==> src/rtl/pkcs7_pkg.sv <==
// Shared types and constants for the PKCS#7 pad/unpad stream block.
// Defines payload structs, error codes and controller states; no dependencies.
package pkcs7_pkg;

  localparam int BLOCK_BYTES_DEF = 16;

  typedef enum logic [2:0] {
    ERR_OK           = 3'd0,
    ERR_EMPTY        = 3'd1,
    ERR_LENGTH       = 3'd2,
    ERR_PAD_VALUE    = 3'd3,
    ERR_PAD_MISMATCH = 3'd4
  } err_code_t;

  typedef struct packed {
    logic       byte_present;
    logic [7:0] data_byte;
    logic       end_of_message;
  } in_item_t;

  typedef struct packed {
    logic       out_present;
    logic [7:0] out_byte;
    logic       out_last;
    logic [2:0] error_code;
  } out_item_t;

  typedef enum logic [2:0] {
    S_IDLE,
    S_EVICT,
    S_PAD_FILL,
    S_CHECK,
    S_PADVAL,
    S_VERIFY,
    S_KEEP,
    S_FINAL
  } state_t;

endpackage

==> src/rtl/pkcs7_pad_unpad_stream.sv <==
// Top level of the PKCS#7 padder/unpadder: controller, output register and hold buffer.
// Depends on pkcs7_pkg and pkcs7_ram (circular hold buffer of BLOCK_BYTES entries).
//
//   port group   direction  handshake           payload
//   in_*         input      in_valid/in_stall   in_data  (in_item_t)
//   out_*        output     out_valid/out_stall out_data (out_item_t)
//   cfg_*        input      cfg_we              cfg_wdata (unpad_mode)
//
// Pad mode: one byte item per cycle while the output is free; end of message stalls input
// while n pad bytes of value n go out. Unpad mode: one byte per cycle while the buffer
// fills and the output is free; once full, S_IDLE reads the oldest entry and S_EVICT
// sends it and writes back on the single RAM port pair. End check in unpad mode: S_CHECK
// routes an empty message or length error to S_FINAL; else S_PADVAL reads the pad value,
// S_VERIFY checks pad bytes; S_KEEP sends kept bytes, or S_FINAL an error or bare last
// marker. Synchronous reset clears control state; the hold buffer needs no clearing pass.
// An output stall holds the output register and the states that load it; others advance.
module pkcs7_pad_unpad_stream
  import pkcs7_pkg::*;
#(
  parameter int BLOCK_BYTES = BLOCK_BYTES_DEF
) (
  input  logic      clk,
  input  logic      rst,
  input  logic      in_valid,
  output logic      in_stall,
  input  in_item_t  in_data,
  output logic      out_valid,
  input  logic      out_stall,
  output out_item_t out_data,
  input  logic      cfg_we,
  input  logic      cfg_wdata
);

  localparam int IDX_W = (BLOCK_BYTES > 1) ? $clog2(BLOCK_BYTES) : 1;
  localparam int CNT_W = $clog2(BLOCK_BYTES + 1);
  localparam logic [IDX_W:0]   BLK_SUM  = (IDX_W + 1)'(BLOCK_BYTES);
  localparam logic [CNT_W-1:0] BLK_CNT  = CNT_W'(BLOCK_BYTES);
  localparam logic [IDX_W-1:0] LAST_IDX = IDX_W'(BLOCK_BYTES - 1);
  localparam logic [7:0]       BLK_BYTE = 8'(BLOCK_BYTES);

  function automatic logic [IDX_W-1:0] wrap_add(input logic [IDX_W-1:0] a,
                                                input logic [IDX_W-1:0] b);
    logic [IDX_W:0] s;
    s = {1'b0, a} + {1'b0, b};
    if (s >= BLK_SUM) begin
      s = s - BLK_SUM;
    end
    return s[IDX_W-1:0];
  endfunction

  state_t           state, state_next;
  logic             unpad_mode, unpad_mode_next;
  logic [IDX_W-1:0] head, head_next;
  logic [CNT_W-1:0] hold_count, hold_count_next;
  logic [IDX_W-1:0] len_mod, len_mod_next;
  logic             seen_any, seen_any_next;
  logic [IDX_W-1:0] idx, idx_next;
  logic [IDX_W-1:0] keep_cnt, keep_cnt_next;
  logic [7:0]       pad_n, pad_n_next;
  logic [CNT_W-1:0] pad_left, pad_left_next;
  logic [7:0]       held_byte, held_byte_next;
  logic             held_eom, held_eom_next;
  err_code_t        err, err_next;

  logic             out_free;
  logic             out_load;
  out_item_t        out_next;
  logic [IDX_W-1:0] len_inc;
  logic [IDX_W-1:0] len_after;

  logic             ram_we;
  logic [IDX_W-1:0] ram_waddr;
  logic [7:0]       ram_wdata;
  logic             ram_re;
  logic [IDX_W-1:0] ram_raddr;
  logic [7:0]       ram_rdata;

  pkcs7_ram #(
    .WIDTH(8),
    .DEPTH(BLOCK_BYTES)
  ) u_hold_ram (
    .clk  (clk),
    .we   (ram_we),
    .waddr(ram_waddr),
    .wdata(ram_wdata),
    .re   (ram_re),
    .raddr(ram_raddr),
    .rdata(ram_rdata)
  );

  assign out_free  = !out_valid || !out_stall;
  assign len_inc   = (len_mod == LAST_IDX) ? '0 : len_mod + IDX_W'(1);
  assign len_after = in_data.byte_present ? len_inc : len_mod;

  always_ff @(posedge clk) begin
    if (rst) begin
      state      <= S_IDLE;
      unpad_mode <= 1'b0;
      head       <= '0;
      hold_count <= '0;
      len_mod    <= '0;
      seen_any   <= 1'b0;
      out_valid  <= 1'b0;
    end else begin
      state      <= state_next;
      unpad_mode <= unpad_mode_next;
      head       <= head_next;
      hold_count <= hold_count_next;
      len_mod    <= len_mod_next;
      seen_any   <= seen_any_next;
      if (out_load) begin
        out_valid <= 1'b1;
      end else if (!out_stall) begin
        out_valid <= 1'b0;
      end
    end
  end

  always_ff @(posedge clk) begin
    idx       <= idx_next;
    keep_cnt  <= keep_cnt_next;
    pad_n     <= pad_n_next;
    pad_left  <= pad_left_next;
    held_byte <= held_byte_next;
    held_eom  <= held_eom_next;
    err       <= err_next;
    if (out_load) begin
      out_data <= out_next;
    end
  end

  always_comb begin
    state_next      = state;
    unpad_mode_next = unpad_mode;
    head_next       = head;
    hold_count_next = hold_count;
    len_mod_next    = len_mod;
    seen_any_next   = seen_any;
    idx_next        = idx;
    keep_cnt_next   = keep_cnt;
    pad_n_next      = pad_n;
    pad_left_next   = pad_left;
    held_byte_next  = held_byte;
    held_eom_next   = held_eom;
    err_next        = err;
    in_stall        = 1'b1;
    out_load        = 1'b0;
    out_next        = '0;
    ram_we          = 1'b0;
    ram_waddr       = head;
    ram_wdata       = held_byte;
    ram_re          = 1'b0;
    ram_raddr       = head;

    unique case (state)
      S_IDLE: begin
        in_stall = !out_free;
        if (in_valid && out_free) begin
          held_byte_next = in_data.data_byte;
          held_eom_next  = in_data.end_of_message;
          if (!unpad_mode) begin
            if (in_data.byte_present) begin
              out_load      = 1'b1;
              out_next      = '{1'b1, in_data.data_byte, 1'b0, ERR_OK};
              len_mod_next  = len_inc;
              seen_any_next = 1'b1;
            end
            if (in_data.end_of_message) begin
              pad_left_next = BLK_CNT - CNT_W'(len_after);
              pad_n_next    = BLK_BYTE - 8'(len_after);
              len_mod_next  = '0;
              seen_any_next = 1'b0;
              state_next    = S_PAD_FILL;
            end
          end else if (in_data.byte_present) begin
            if (hold_count == BLK_CNT) begin
              // buffer full: fetch the oldest byte before overwriting its entry
              ram_re     = 1'b1;
              ram_raddr  = head;
              state_next = S_EVICT;
            end else begin
              ram_we          = 1'b1;
              ram_waddr       = wrap_add(head, hold_count[IDX_W-1:0]);
              ram_wdata       = in_data.data_byte;
              hold_count_next = hold_count + CNT_W'(1);
              len_mod_next    = len_inc;
              seen_any_next   = 1'b1;
              if (in_data.end_of_message) begin
                state_next = S_CHECK;
              end
            end
          end else if (in_data.end_of_message) begin
            state_next = S_CHECK;
          end
        end
      end

      S_EVICT: begin
        if (out_free) begin
          out_load      = 1'b1;
          out_next      = '{1'b1, ram_rdata, 1'b0, ERR_OK};
          ram_we        = 1'b1;
          ram_waddr     = head;
          ram_wdata     = held_byte;
          head_next     = wrap_add(head, IDX_W'(1));
          len_mod_next  = len_inc;
          seen_any_next = 1'b1;
          state_next    = held_eom ? S_CHECK : S_IDLE;
        end
      end

      S_PAD_FILL: begin
        if (out_free) begin
          out_load      = 1'b1;
          out_next      = '{1'b1, pad_n, pad_left == CNT_W'(1), ERR_OK};
          pad_left_next = pad_left - CNT_W'(1);
          if (pad_left == CNT_W'(1)) begin
            state_next = S_IDLE;
          end
        end
      end

      S_CHECK: begin
        if (!seen_any) begin
          err_next   = ERR_EMPTY;
          state_next = S_FINAL;
        end else if (len_mod != '0 || hold_count != BLK_CNT) begin
          err_next   = ERR_LENGTH;
          state_next = S_FINAL;
        end else begin
          ram_re     = 1'b1;
          ram_raddr  = wrap_add(head, LAST_IDX);
          state_next = S_PADVAL;
        end
      end

      S_PADVAL: begin
        if (ram_rdata == 8'd0 || ram_rdata > BLK_BYTE) begin
          err_next   = ERR_PAD_VALUE;
          state_next = S_FINAL;
        end else begin
          pad_n_next    = ram_rdata;
          idx_next      = IDX_W'(BLK_CNT - ram_rdata[CNT_W-1:0]);
          keep_cnt_next = IDX_W'(BLK_CNT - ram_rdata[CNT_W-1:0]);
          ram_re        = 1'b1;
          ram_raddr     = wrap_add(head, IDX_W'(BLK_CNT - ram_rdata[CNT_W-1:0]));
          state_next    = S_VERIFY;
        end
      end

      S_VERIFY: begin
        if (ram_rdata != pad_n) begin
          err_next   = ERR_PAD_MISMATCH;
          state_next = S_FINAL;
        end else if (idx == LAST_IDX) begin
          if (keep_cnt == '0) begin
            // whole block was padding: a bare last marker
            err_next   = ERR_OK;
            state_next = S_FINAL;
          end else begin
            idx_next   = '0;
            ram_re     = 1'b1;
            ram_raddr  = head;
            state_next = S_KEEP;
          end
        end else begin
          idx_next  = idx + IDX_W'(1);
          ram_re    = 1'b1;
          ram_raddr = wrap_add(head, idx + IDX_W'(1));
        end
      end

      S_KEEP: begin
        if (out_free) begin
          out_load = 1'b1;
          out_next = '{1'b1, ram_rdata, idx == keep_cnt - IDX_W'(1), ERR_OK};
          if (idx == keep_cnt - IDX_W'(1)) begin
            hold_count_next = '0;
            len_mod_next    = '0;
            seen_any_next   = 1'b0;
            state_next      = S_IDLE;
          end else begin
            idx_next  = idx + IDX_W'(1);
            ram_re    = 1'b1;
            ram_raddr = wrap_add(head, idx + IDX_W'(1));
          end
        end
      end

      S_FINAL: begin
        if (out_free) begin
          out_load        = 1'b1;
          out_next        = '{1'b0, 8'd0, 1'b1, err};
          hold_count_next = '0;
          len_mod_next    = '0;
          seen_any_next   = 1'b0;
          state_next      = S_IDLE;
        end
      end

      default: begin
        state_next = S_IDLE;
      end
    endcase

    // a mode change drops the message in progress
    if (cfg_we) begin
      unpad_mode_next = cfg_wdata;
      hold_count_next = '0;
      len_mod_next    = '0;
      seen_any_next   = 1'b0;
    end
  end

  a_count_bound : assert property (@(posedge clk) disable iff (rst)
    hold_count <= BLK_CNT)
    else $error("hold count exceeds block size");

  a_pad_no_ram : assert property (@(posedge clk) disable iff (rst)
    !unpad_mode |-> !ram_we)
    else $error("hold buffer written in pad mode");

  a_last_to_idle : assert property (@(posedge clk) disable iff (rst)
    (out_load && out_next.out_last) |=> state == S_IDLE)
    else $error("controller busy after last result of a message");

  a_error_shape : assert property (@(posedge clk) disable iff (rst)
    (out_valid && out_data.error_code != ERR_OK) |-> (!out_data.out_present && out_data.out_last))
    else $error("error result carries a byte or is not last");

endmodule

==> src/rtl/pkcs7_ram.sv <==
// Generic single-write, single-read RAM with registered read data.
// Read data holds while read enable is low. No package dependencies.
module pkcs7_ram #(
  parameter int WIDTH = 8,
  parameter int DEPTH = 16
) (
  input  logic                                   clk,
  input  logic                                   we,
  input  logic [(DEPTH > 1 ? $clog2(DEPTH) : 1)-1:0] waddr,
  input  logic [WIDTH-1:0]                       wdata,
  input  logic                                   re,
  input  logic [(DEPTH > 1 ? $clog2(DEPTH) : 1)-1:0] raddr,
  output logic [WIDTH-1:0]                       rdata
);

  logic [WIDTH-1:0] mem [DEPTH];

  always_ff @(posedge clk) begin
    if (we) begin
      mem[waddr] <= wdata;
    end
    if (re) begin
      rdata <= mem[raddr];
    end
  end

endmodule

==> config.mk <==
export PLATFORM = sky130hd
export DESIGN_NAME = pkcs7_pad_unpad_stream
export DESIGN_NICKNAME = d
export VERILOG_FILES = /design/src/rtl/pkcs7_pkg.sv /design/src/rtl/pkcs7_pad_unpad_stream.sv /design/src/rtl/pkcs7_ram.sv
export SDC_FILE = /design/constraint.sdc
export NUM_CORES = 1
export LEC_CHECK = 0
export CORE_MARGIN = 2
export CORE_UTILIZATION = 58
export CTS_CLUSTER_DIAMETER = 50
export DETAILED_ROUTE_END_ITERATION = 7
export DONT_BUFFER_PORTS = 1
export PLACE_DENSITY = 0.78
export SLEW_MARGIN = 40
export SYNTH_ARGS = -nofsm -noshare
export SYNTH_HDL_FRONTEND = slang
export SYNTH_SLANG_ARGS = --single-unit
export TNS_END_PERCENT = 50
==> constraint.sdc <==
create_clock -name clk -period 3.3 [get_ports clk]
set_input_delay 0.33 -clock clk [delete_from_list [all_inputs] [get_ports clk]]
set_output_delay 0.33 -clock clk [all_outputs]
set_load 0.05 [all_outputs]
==> run summary, run 1 <==
met1 wire length - 10.6 mm
Max Clock Skew - 0.0157 ns
layout cell share with drive strength beyond 1 - 22.5%
switching power share of the total - 34.9%
post-route minimum period - 3.35 ns
horizontal die dimension - 134 um
CTS Sinks - 201
PwrDens - 712 nW/um^2
HP Class - input pin to flop
total number of H-tree levels - 1
post-DR vias/cell - 6.56
EDFF count, synth - 182
post-layout worst setup margin - -0.0521 ns
library cell with the largest summed area after synthesis - sky130_fd_sc_hd__edfxtp_1
fraction of registers with async set/reset - 0%
count of standard-cell rows - 47
WL met2 - 13.2 mm
logic depth of the worst register-to-register path - 12
worst setup timing slack at the placement stage - -0.149 ns
CP Data Arrival Time - 3.62 ns
CTS tree - built
Setup crit end - u_hold_ram.rdata[6]
cell family contributing the most delay on the critical path - compound AO/OA/AOI/OAI gates
largest fanout of any net on the critical path - 6
launch point of the worst path - u_hold_ram.rdata[2]
net count of the mapped netlist - 825
average footprint of a synthesized cell - 12.5 um^2
leakage component of the power - 4.60 nW
via count - 7318
Worst setup SP type - flop
Remaining DRCs - 0
fraction of the cycle the final worst path needs - 102%
critical path depth in cells - 12
share of total power in the clock network - 28.3%
post-layout instance area - 11900 um^2
length of the first detailed-routing pass in iterations - 8
area post-placement - 10600 um^2
final net count - 920
area of the placeable core - 16500 um^2
normalized max-slew margin - 49.6%
number of buffers between clock root and the deepest sink - 3
vias in the first global route - 7244
final wirelength - 27.5 mm
sequential group share of total power - 43.5%
synth warn - 0
count of endpoints failing hold in the final timing report - 0
final estimated routing congestion in global placement - 0.938
Crit Reg-Reg Startpoint - u_hold_ram.rdata[2]
number of buffers added on ports - 0
switching power of the nets - 2.95 mW
pins over their slew limit - 0
Wirelength per Cell - 24.6 um
post-layout instance count excluding filler cells - 1115
worst stage delay on the critical path - 0.56 ns
maximum resistive drop on vdd - 0.000520 V
global-route congestion overflow total - 0
total of endpoints with negative setup slack in the final report - 3
type of destination of the critical path - flop
internal power - 5.51 mW
antenna fix cells - 0
largest net degree at the start of global routing - 24
cell count after synthesis - 784
required time at the worst-slack endpoint - 3.57 ns
TritonCTS Buffers - 23
status - finished with violations
unrepaired setup endpoints after global routing - yes
initial antenna violation count - 0
most area-consuming cells after synthesis - sky130_fd_sc_hd__edfxtp_1 (56%), sky130_fd_sc_hd__mux2i_1 (5.7%), sky130_fd_sc_hd__dfxtp_1 (3.9%), sky130_fd_sc_hd__ha_1 (2.8%), sky130_fd_sc_hd__nand2_1 (2.3%)
f_max - 0.298 GHz
height of the die - 134 um
post-route antenna net violation count - 0
wire length of the first global-routing pass - 41.0 mm
slowest cell on the critical path - sky130_fd_sc_hd__edfxtp_1
most frequent cell on the critical path - sky130_fd_sc_hd__buf_8
number of flip-flops and latches in the synthesized netlist - 201
launch instance of the worst min-delay path - in_data[5]
initial core utilization - 59.3%
sequential area share after synthesis - 59.7%
later-pin clock latency in the skew report - 0.54 ns
Combinational Power Share - 28.2%
violations in the final reports - setup timing
number of cells after detailed placement - 1052
post-synthesis cell type count - 69
root buffer cell - sky130_fd_sc_hd__clkbuf_16
wire length on met3 - 2.91 mm
share of the synthesized area in the top cell type - 55.8%
area enclosed by the die boundary - 17900 um^2
HPWL after DPL - 17.6 mm
total standard cell area after synthesis - 9800 um^2
Maximum Capacitance Violations - 0
initial detailed-routing violation count - 811
classification of the worst setup path - flop to flop
P&R area growth vs syn - 21.2%
clock slew seen by the registers of the worst setup and hold paths - 0.06 ns
R2R setup slack - -0.05 ns
Buf/Inv on CP - 4
Top Layer Used - met4
number of primary I/O pins - 31
filler cell count - 1042
end of the worst register-to-register path - u_hold_ram.rdata[6]
cell-by-cell listing of the critical path - xor2_2 > nor4_2 > buf_4 > a21oi_1 > a211o_4 > a221oi_4 > buf_12 > buf_8 > buf_8 > mux2i_2 > a221o_1 > o22ai_2
GRT Resource Usage Total - 30.1%
transition at the pin with the smallest max-transition slack - 0.755 ns
prevailing post-synth register cell - sky130_fd_sc_hd__edfxtp_1
## state kept, by name, summed over array words and instances, names as in the netlist, 3 cells and up
| register | cells |
|---|---|
| keep_cnt | 4 |
| out_data | 13 |
| head | 4 |
| held_byte | 8 |
| pad_n | 8 |
| u_hold_ram.mem | 128 |
| err | 3 |
| hold_count | 5 |
| pad_left | 5 |
| state | 3 |
| idx | 4 |
| u_hold_ram.rdata | 8 |
| len_mod | 4 |
## power groups by stage
stage	sequential, mW	clock, mW	combinational, mW
6_report	3.68	2.40	2.39
5_1_grt	3.70	2.49	2.53
3_5_place_dp	3.71	0	2.07
4_1_cts	3.66	2.38	2.15
2_1_floorplan	3.67	0	1.39
3_3_place_gp	3.69	0	1.98
## worst min-delay path by stage
stage,slack (ns),end,depth (start not counted)
after global placement,0.40,state[2],1
after global routing,0.04,out_data[10],2
final,0.03,out_data[8],2
after floorplan,0.43,held_byte[0],0
after detailed placement,0.40,state[1],1
after CTS,0.003,out_data[10],2
## cells in the mapped netlist, types with 5 or more instances
| library cell | n |
|---|---|
| sky130_fd_sc_hd__a221o_1 | 11 |
| sky130_fd_sc_hd__a222oi_1 | 8 |
| sky130_fd_sc_hd__a221oi_1 | 5 |
| sky130_fd_sc_hd__buf_2 | 6 |
| sky130_fd_sc_hd__nand2b_1 | 5 |
| sky130_fd_sc_hd__xnor2_1 | 18 |
| sky130_fd_sc_hd__a21o_1 | 6 |
| sky130_fd_sc_hd__a21oi_1 | 34 |
| sky130_fd_sc_hd__nor3_1 | 12 |
| sky130_fd_sc_hd__nand3_1 | 13 |
| sky130_fd_sc_hd__inv_1 | 52 |
| sky130_fd_sc_hd__nor4_1 | 5 |
| sky130_fd_sc_hd__ha_1 | 22 |
| sky130_fd_sc_hd__and3_1 | 10 |
| sky130_fd_sc_hd__xor2_1 | 22 |
| sky130_fd_sc_hd__clkbuf_1 | 22 |
| sky130_fd_sc_hd__a211oi_1 | 6 |
| sky130_fd_sc_hd__nor2_1 | 60 |
| sky130_fd_sc_hd__o22ai_1 | 13 |
| sky130_fd_sc_hd__or2_2 | 5 |
| sky130_fd_sc_hd__nand2_1 | 61 |
| sky130_fd_sc_hd__o221ai_1 | 16 |
| sky130_fd_sc_hd__edfxtp_1 | 182 |
| sky130_fd_sc_hd__dfxtp_1 | 19 |
| sky130_fd_sc_hd__mux2i_1 | 56 |
| sky130_fd_sc_hd__mux4_2 | 8 |
| sky130_fd_sc_hd__o21ai_0 | 41 |
## metrics by stage
stage / util, % / TNS, ns / hold slack [ns] / power, mW
final: 71.9 / -0.100 / 0.0328 / 8.46
after global routing: 71.9 / -0.497 / 0.0377 / 8.73
after CTS: 69.8 / 0 / 0.00284 / 8.19
after detailed placement: 64.2 / -1.02 / 0.403 / 5.78
after global placement: 64.2 / 0 / 0.403 / 5.67
after floorplan: - / 0 / 0.429 / 5.07
## logic make-up (layout without fill, tap and decap cells)
| logic type | count (synthesis) | in the layout | synth area share, % |
|---|---|---|---|
| XOR/XNOR | 40 | 40 | 3.58 |
| buffers and inverters | 88 | 199 | 3.81 |
| flip-flops | 201 | 201 | 59.7 |
| multiplexers | 65 | 65 | 7.68 |
| AO/OA/AOI/OAI | 171 | 171 | 12.4 |
| adder cells (fa/ha/maj) | 25 | 25 | 3.42 |
| AND/OR/NAND/NOR | 194 | 194 | 9.50 |
## per-layer routing
| metal | global-route usage, % | up-vias |
|---|---|---|
| li1 | - | 3170 |
| met1 | 41.5 | 3550 |
| met2 | 49.0 | 517 |
| met3 | 5.48 | 81 |
| met4 | 9.57 | 0 |
| met5 | 0 | - |
## layout by cell type, fill, tap and decap left out, types with 23 or more instances in the layout
| master | count |
|---|---|
| sky130_fd_sc_hd__a21oi_1 | 29 |
| sky130_fd_sc_hd__edfxtp_1 | 182 |
| sky130_fd_sc_hd__clkbuf_16 | 23 |
| sky130_fd_sc_hd__nor2_1 | 58 |
| sky130_fd_sc_hd__mux2i_1 | 46 |
| sky130_fd_sc_hd__o21ai_0 | 41 |
| sky130_fd_sc_hd__inv_1 | 47 |
| sky130_fd_sc_hd__buf_4 | 83 |
| sky130_fd_sc_hd__nand2_1 | 61 |
## final cells by class
type	instances	area [um^2]	area share, %
Clock buffer	26	587	4.94
Clock inverter	15	118	0.990
Inverter	52	195	1.64
Multi-Input combinational cell	495	3930	33.1
Sequential cell	201	5850	49.2
Tap cell	220	275	2.32
Timing Repair Buffer	106	922	7.76
## timing repair
item / in CTS / in global routing
endpoints found under the hold margin: 18 / 0
hold buffers: 12 / 0
setup buffers: 3 / 7
pin swaps: 2 / 21
resized for setup: 14 / 56
setup endpoints to repair: 8 / 8
## worst register-to-register path, stage by stage, from the launching register on
cell and delay [ns]:
sky130_fd_sc_hd__edfxtp_1 0.56, sky130_fd_sc_hd__xor2_2 0.24, sky130_fd_sc_hd__nor4_2 0.36, sky130_fd_sc_hd__buf_4 0.19, sky130_fd_sc_hd__a21oi_1 0.09, sky130_fd_sc_hd__a211o_4 0.32, sky130_fd_sc_hd__a221oi_4 0.30, sky130_fd_sc_hd__buf_12 0.17
sky130_fd_sc_hd__buf_8 0.12, sky130_fd_sc_hd__buf_8 0.14, sky130_fd_sc_hd__mux2i_2 0.27, sky130_fd_sc_hd__a221o_1 0.24, sky130_fd_sc_hd__o22ai_2 0.10
Power figures use the tool's default switching activity.
==> run 2: changes to the inputs <==
--- a/config.mk
+++ b/config.mk
@@ -6,11 +6,11 @@
 export NUM_CORES = 1
 export LEC_CHECK = 0
 export CORE_MARGIN = 2
-export CORE_UTILIZATION = 58
+export CORE_UTILIZATION = 63
 export CTS_CLUSTER_DIAMETER = 50
 export DETAILED_ROUTE_END_ITERATION = 7
 export DONT_BUFFER_PORTS = 1
-export PLACE_DENSITY = 0.78
+export PLACE_DENSITY = 0.81
 export SLEW_MARGIN = 40
 export SYNTH_ARGS = -nofsm -noshare
 export SYNTH_HDL_FRONTEND = slang
==> constraint.sdc (replaced) <==
create_clock -name clk -period 3.5 [get_ports clk]
set_input_delay 0.35 -clock clk [delete_from_list [all_inputs] [get_ports clk]]
set_output_delay 0.35 -clock clk [all_outputs]
set_load 0.05 [all_outputs]
==> run summary, run 2 (synthesis results as in run 1) <==
status - finished clean
type of destination of the critical path - flop
P&R area growth vs syn - 14.4%
total number of H-tree levels - 1 (unchanged)
R2R setup slack - 0.09 ns (+0.14 ns)
initial antenna violation count - 0 (unchanged)
register containing the most flip-flops in the final layout - u_hold_ram.mem
Power, Total - 7.47 mW (-12%)
worst setup timing slack at the placement stage - 0.00783 ns (+0.157 ns)
area taken by multi-input logic gates - 3670 um^2 (-6.7%)
GRT Resource Usage Total - 29.5% (-0.60 points)
commonest non-fill, non-tap cells in the layout - sky130_fd_sc_hd__edfxtp_1 (182), sky130_fd_sc_hd__nand2_1 (61), sky130_fd_sc_hd__nor2_1 (60), sky130_fd_sc_hd__buf_4 (60), sky130_fd_sc_hd__mux2i_1 (56)
required time at the worst-slack endpoint - 3.84 ns (+0.27 ns)
Wirelength per Cell - 23.2 um (-5.7%)
post-layout instance count excluding filler cells - 1046 (-6.2%)
Remaining DRCs - 0 (unchanged)
largest fanout of any net on the critical path - 13 (+7)
registers with the highest flip-flop counts - u_hold_ram.mem x128, out_data x13
leakage component of the power - 4.38 nW (-4.8%)
number of buffers between clock root and the deepest sink - 3 (unchanged)
post-DR vias/cell - 6.70 (+2.1%)
fraction of the cycle the final worst path needs - 97.5% (-4.1 points)
classification of the worst setup path - flop to flop
global-route congestion overflow total - 0 (unchanged)
later-pin clock latency in the skew report - 0.51 ns (-0.03 ns)
leading cell type in the layout, fill and taps excluded - sky130_fd_sc_hd__edfxtp_1
post-route antenna net violation count - 0 (unchanged)
horizontal die dimension - 129 um (-3.9%)
height of the die - 129 um (-3.9%)
count of standard-cell rows - 45 (-4.3%)
number of primary I/O pins - 31 (unchanged)
CTS Sinks - 201 (unchanged)
area of the placeable core - 15200 um^2 (-8.0%)
max reg flops - 128 (unchanged)
initial detailed-routing violation count - 943 (+16%)
Worst setup SP type - flop
final wirelength - 24.3 mm (-12%)
antenna fix cells - 0 (unchanged)
vias in the first global route - 6946 (-4.1%)
pins over their slew limit - 0 (unchanged)
transition at the pin with the smallest max-transition slack - 0.723 ns (-0.0322 ns)
total of endpoints with negative setup slack in the final report - 0 (-3)
TritonCTS Buffers - 21 (-8.7%)
Reg area - 5850 um^2 (about the same)
number of buffers added on ports - 0 (unchanged)
layout cell share with drive strength beyond 1 - 15.0% (-7.4 points)
final net count - 886 (-3.7%)
maximum resistive drop on vdd - 0.000382 V (-27%)
HP Class - input pin to flop
number of cells after detailed placement - 995 (-5.4%)
final estimated routing congestion in global placement - 1.01 (+7.7%)
wire length of the first global-routing pass - 37.2 mm (-9.2%)
via count - 7007 (-4.2%)
filler cell count - 915 (-12%)
clock slew seen by the registers of the worst setup and hold paths - 0.06 ns (about the same)
count of endpoints failing hold in the final timing report - 0 (unchanged)
CTS tree - built
Maximum Capacitance Violations - 0 (unchanged)
normalized max-slew margin - 51.7% (+2.0 points)
initial core utilization - 64.4% (+5.2 points)
largest net degree at the start of global routing - 17 (-29%)
post-layout worst setup margin - 0.0883 ns (+0.140 ns)
f_max - 0.293 GHz (-1.7%)
post-route minimum period - 3.41 ns (+0.0596 ns)
PwrDens - 667 nW/um^2 (-6.4%)
area enclosed by the die boundary - 16600 um^2 (-7.7%)
CP Data Arrival Time - 3.75 ns (+0.13 ns)
length of the first detailed-routing pass in iterations - 7 (-1)
root buffer cell - sky130_fd_sc_hd__clkbuf_16
HPWL after DPL - 16.3 mm (-7.4%)
Max Clock Skew - 0.0162 ns (+0.000566 ns)
run 2: changes by cell type in the layout (fill, tap and decap cells not counted), moves of 4 or more:
cell | before | now
sky130_fd_sc_hd__xnor2_1 | 14 | 18
sky130_fd_sc_hd__inv_2 | 5 | 0
sky130_fd_sc_hd__inv_1 | 47 | 52
sky130_fd_sc_hd__buf_4 | 83 | 60
sky130_fd_sc_hd__mux2i_2 | 5 | 0
sky130_fd_sc_hd__mux2i_4 | 5 | 0
sky130_fd_sc_hd__a21oi_1 | 29 | 33
sky130_fd_sc_hd__a21oi_2 | 5 | 1
sky130_fd_sc_hd__mux2i_1 | 46 | 56
run 2: per-layer routing:
metal,vias to the layer above,part of all wire (%),global-route usage [%]
li1,3090,-,-
met1,3410,40,40.0
met2,446,47,48.0
met3,61,10,6.44
met4,0,2.4,9.65
met5,-,0,0
run 2: per-stage QoR:
| stage | setup TNS [ns] | utilization, % | cell area [um^2] | hold slack, ns |
|---|---|---|---|---|
| after floorplan | 0 | - | 9800 | 0.449 |
| after global placement | 0 | 68.1 | 10400 | 0.422 |
| after detailed placement | 0 | 68.2 | 10400 | 0.423 |
| after global routing | -0.0133 | 73.7 | 11200 | 0.00324 |
| final | 0 | 73.7 | 11200 | 0.00693 |
| after CTS | 0 | 73.2 | 11100 | 0.00317 |
run 2: final timing paths:
check / from / endpoint / depth (start not counted)
worst min register to register: hold_count[4] / hold_count[4] / 2
worst max register to register: keep_cnt[0] / u_hold_ram.rdata[0] / 12
worst max-delay path: keep_cnt[0] / u_hold_ram.rdata[0] / 12
worst min-delay path: cfg_wdata / unpad_mode / 2
run 2: what timing repair did:
item | CTS | global route
resized for setup | 2 | 9
setup endpoints to repair | 4 | 40
setup buffers | 1 | 4
hold buffers | 10 | 0
pin swaps | 0 | 0
endpoints found under the hold margin | 18 | 0
run 2: where the power goes:
| part | internal, mW | leakage (nW) | switching (mW) |
|---|---|---|---|
| logic | 0.751 | 2.26 | 1.16 |
| registers | 3.05 | 1.81 | 0.447 |
| clock network | 1.18 | 0.308 | 0.891 |
run 2: worst max-delay path: stages (launching register included):
cell                       delay [ns]
sky130_fd_sc_hd__edfxtp_1        0.42
sky130_fd_sc_hd__inv_1           0.11
sky130_fd_sc_hd__ha_1            0.24
sky130_fd_sc_hd__xnor2_1         0.28
sky130_fd_sc_hd__nor4_2          0.11
sky130_fd_sc_hd__a22o_2          0.33
sky130_fd_sc_hd__o32ai_4         0.48
sky130_fd_sc_hd__a221oi_4        0.15
sky130_fd_sc_hd__buf_12          0.18
sky130_fd_sc_hd__buf_12          0.15
sky130_fd_sc_hd__mux2i_1         0.12
sky130_fd_sc_hd__mux4_2          0.51
sky130_fd_sc_hd__o22ai_2         0.16
run 2: layout make-up:
class / instances / area share (%)
Inverter: 52 / 1.74
Sequential cell: 201 / 52.2
Clock buffer: 24 / 4.79
Multi-Input combinational cell: 495 / 32.7
Timing Repair Buffer: 74 / 5.63
Clock inverter: 12 / 0.838
Tap cell: 188 / 2.10
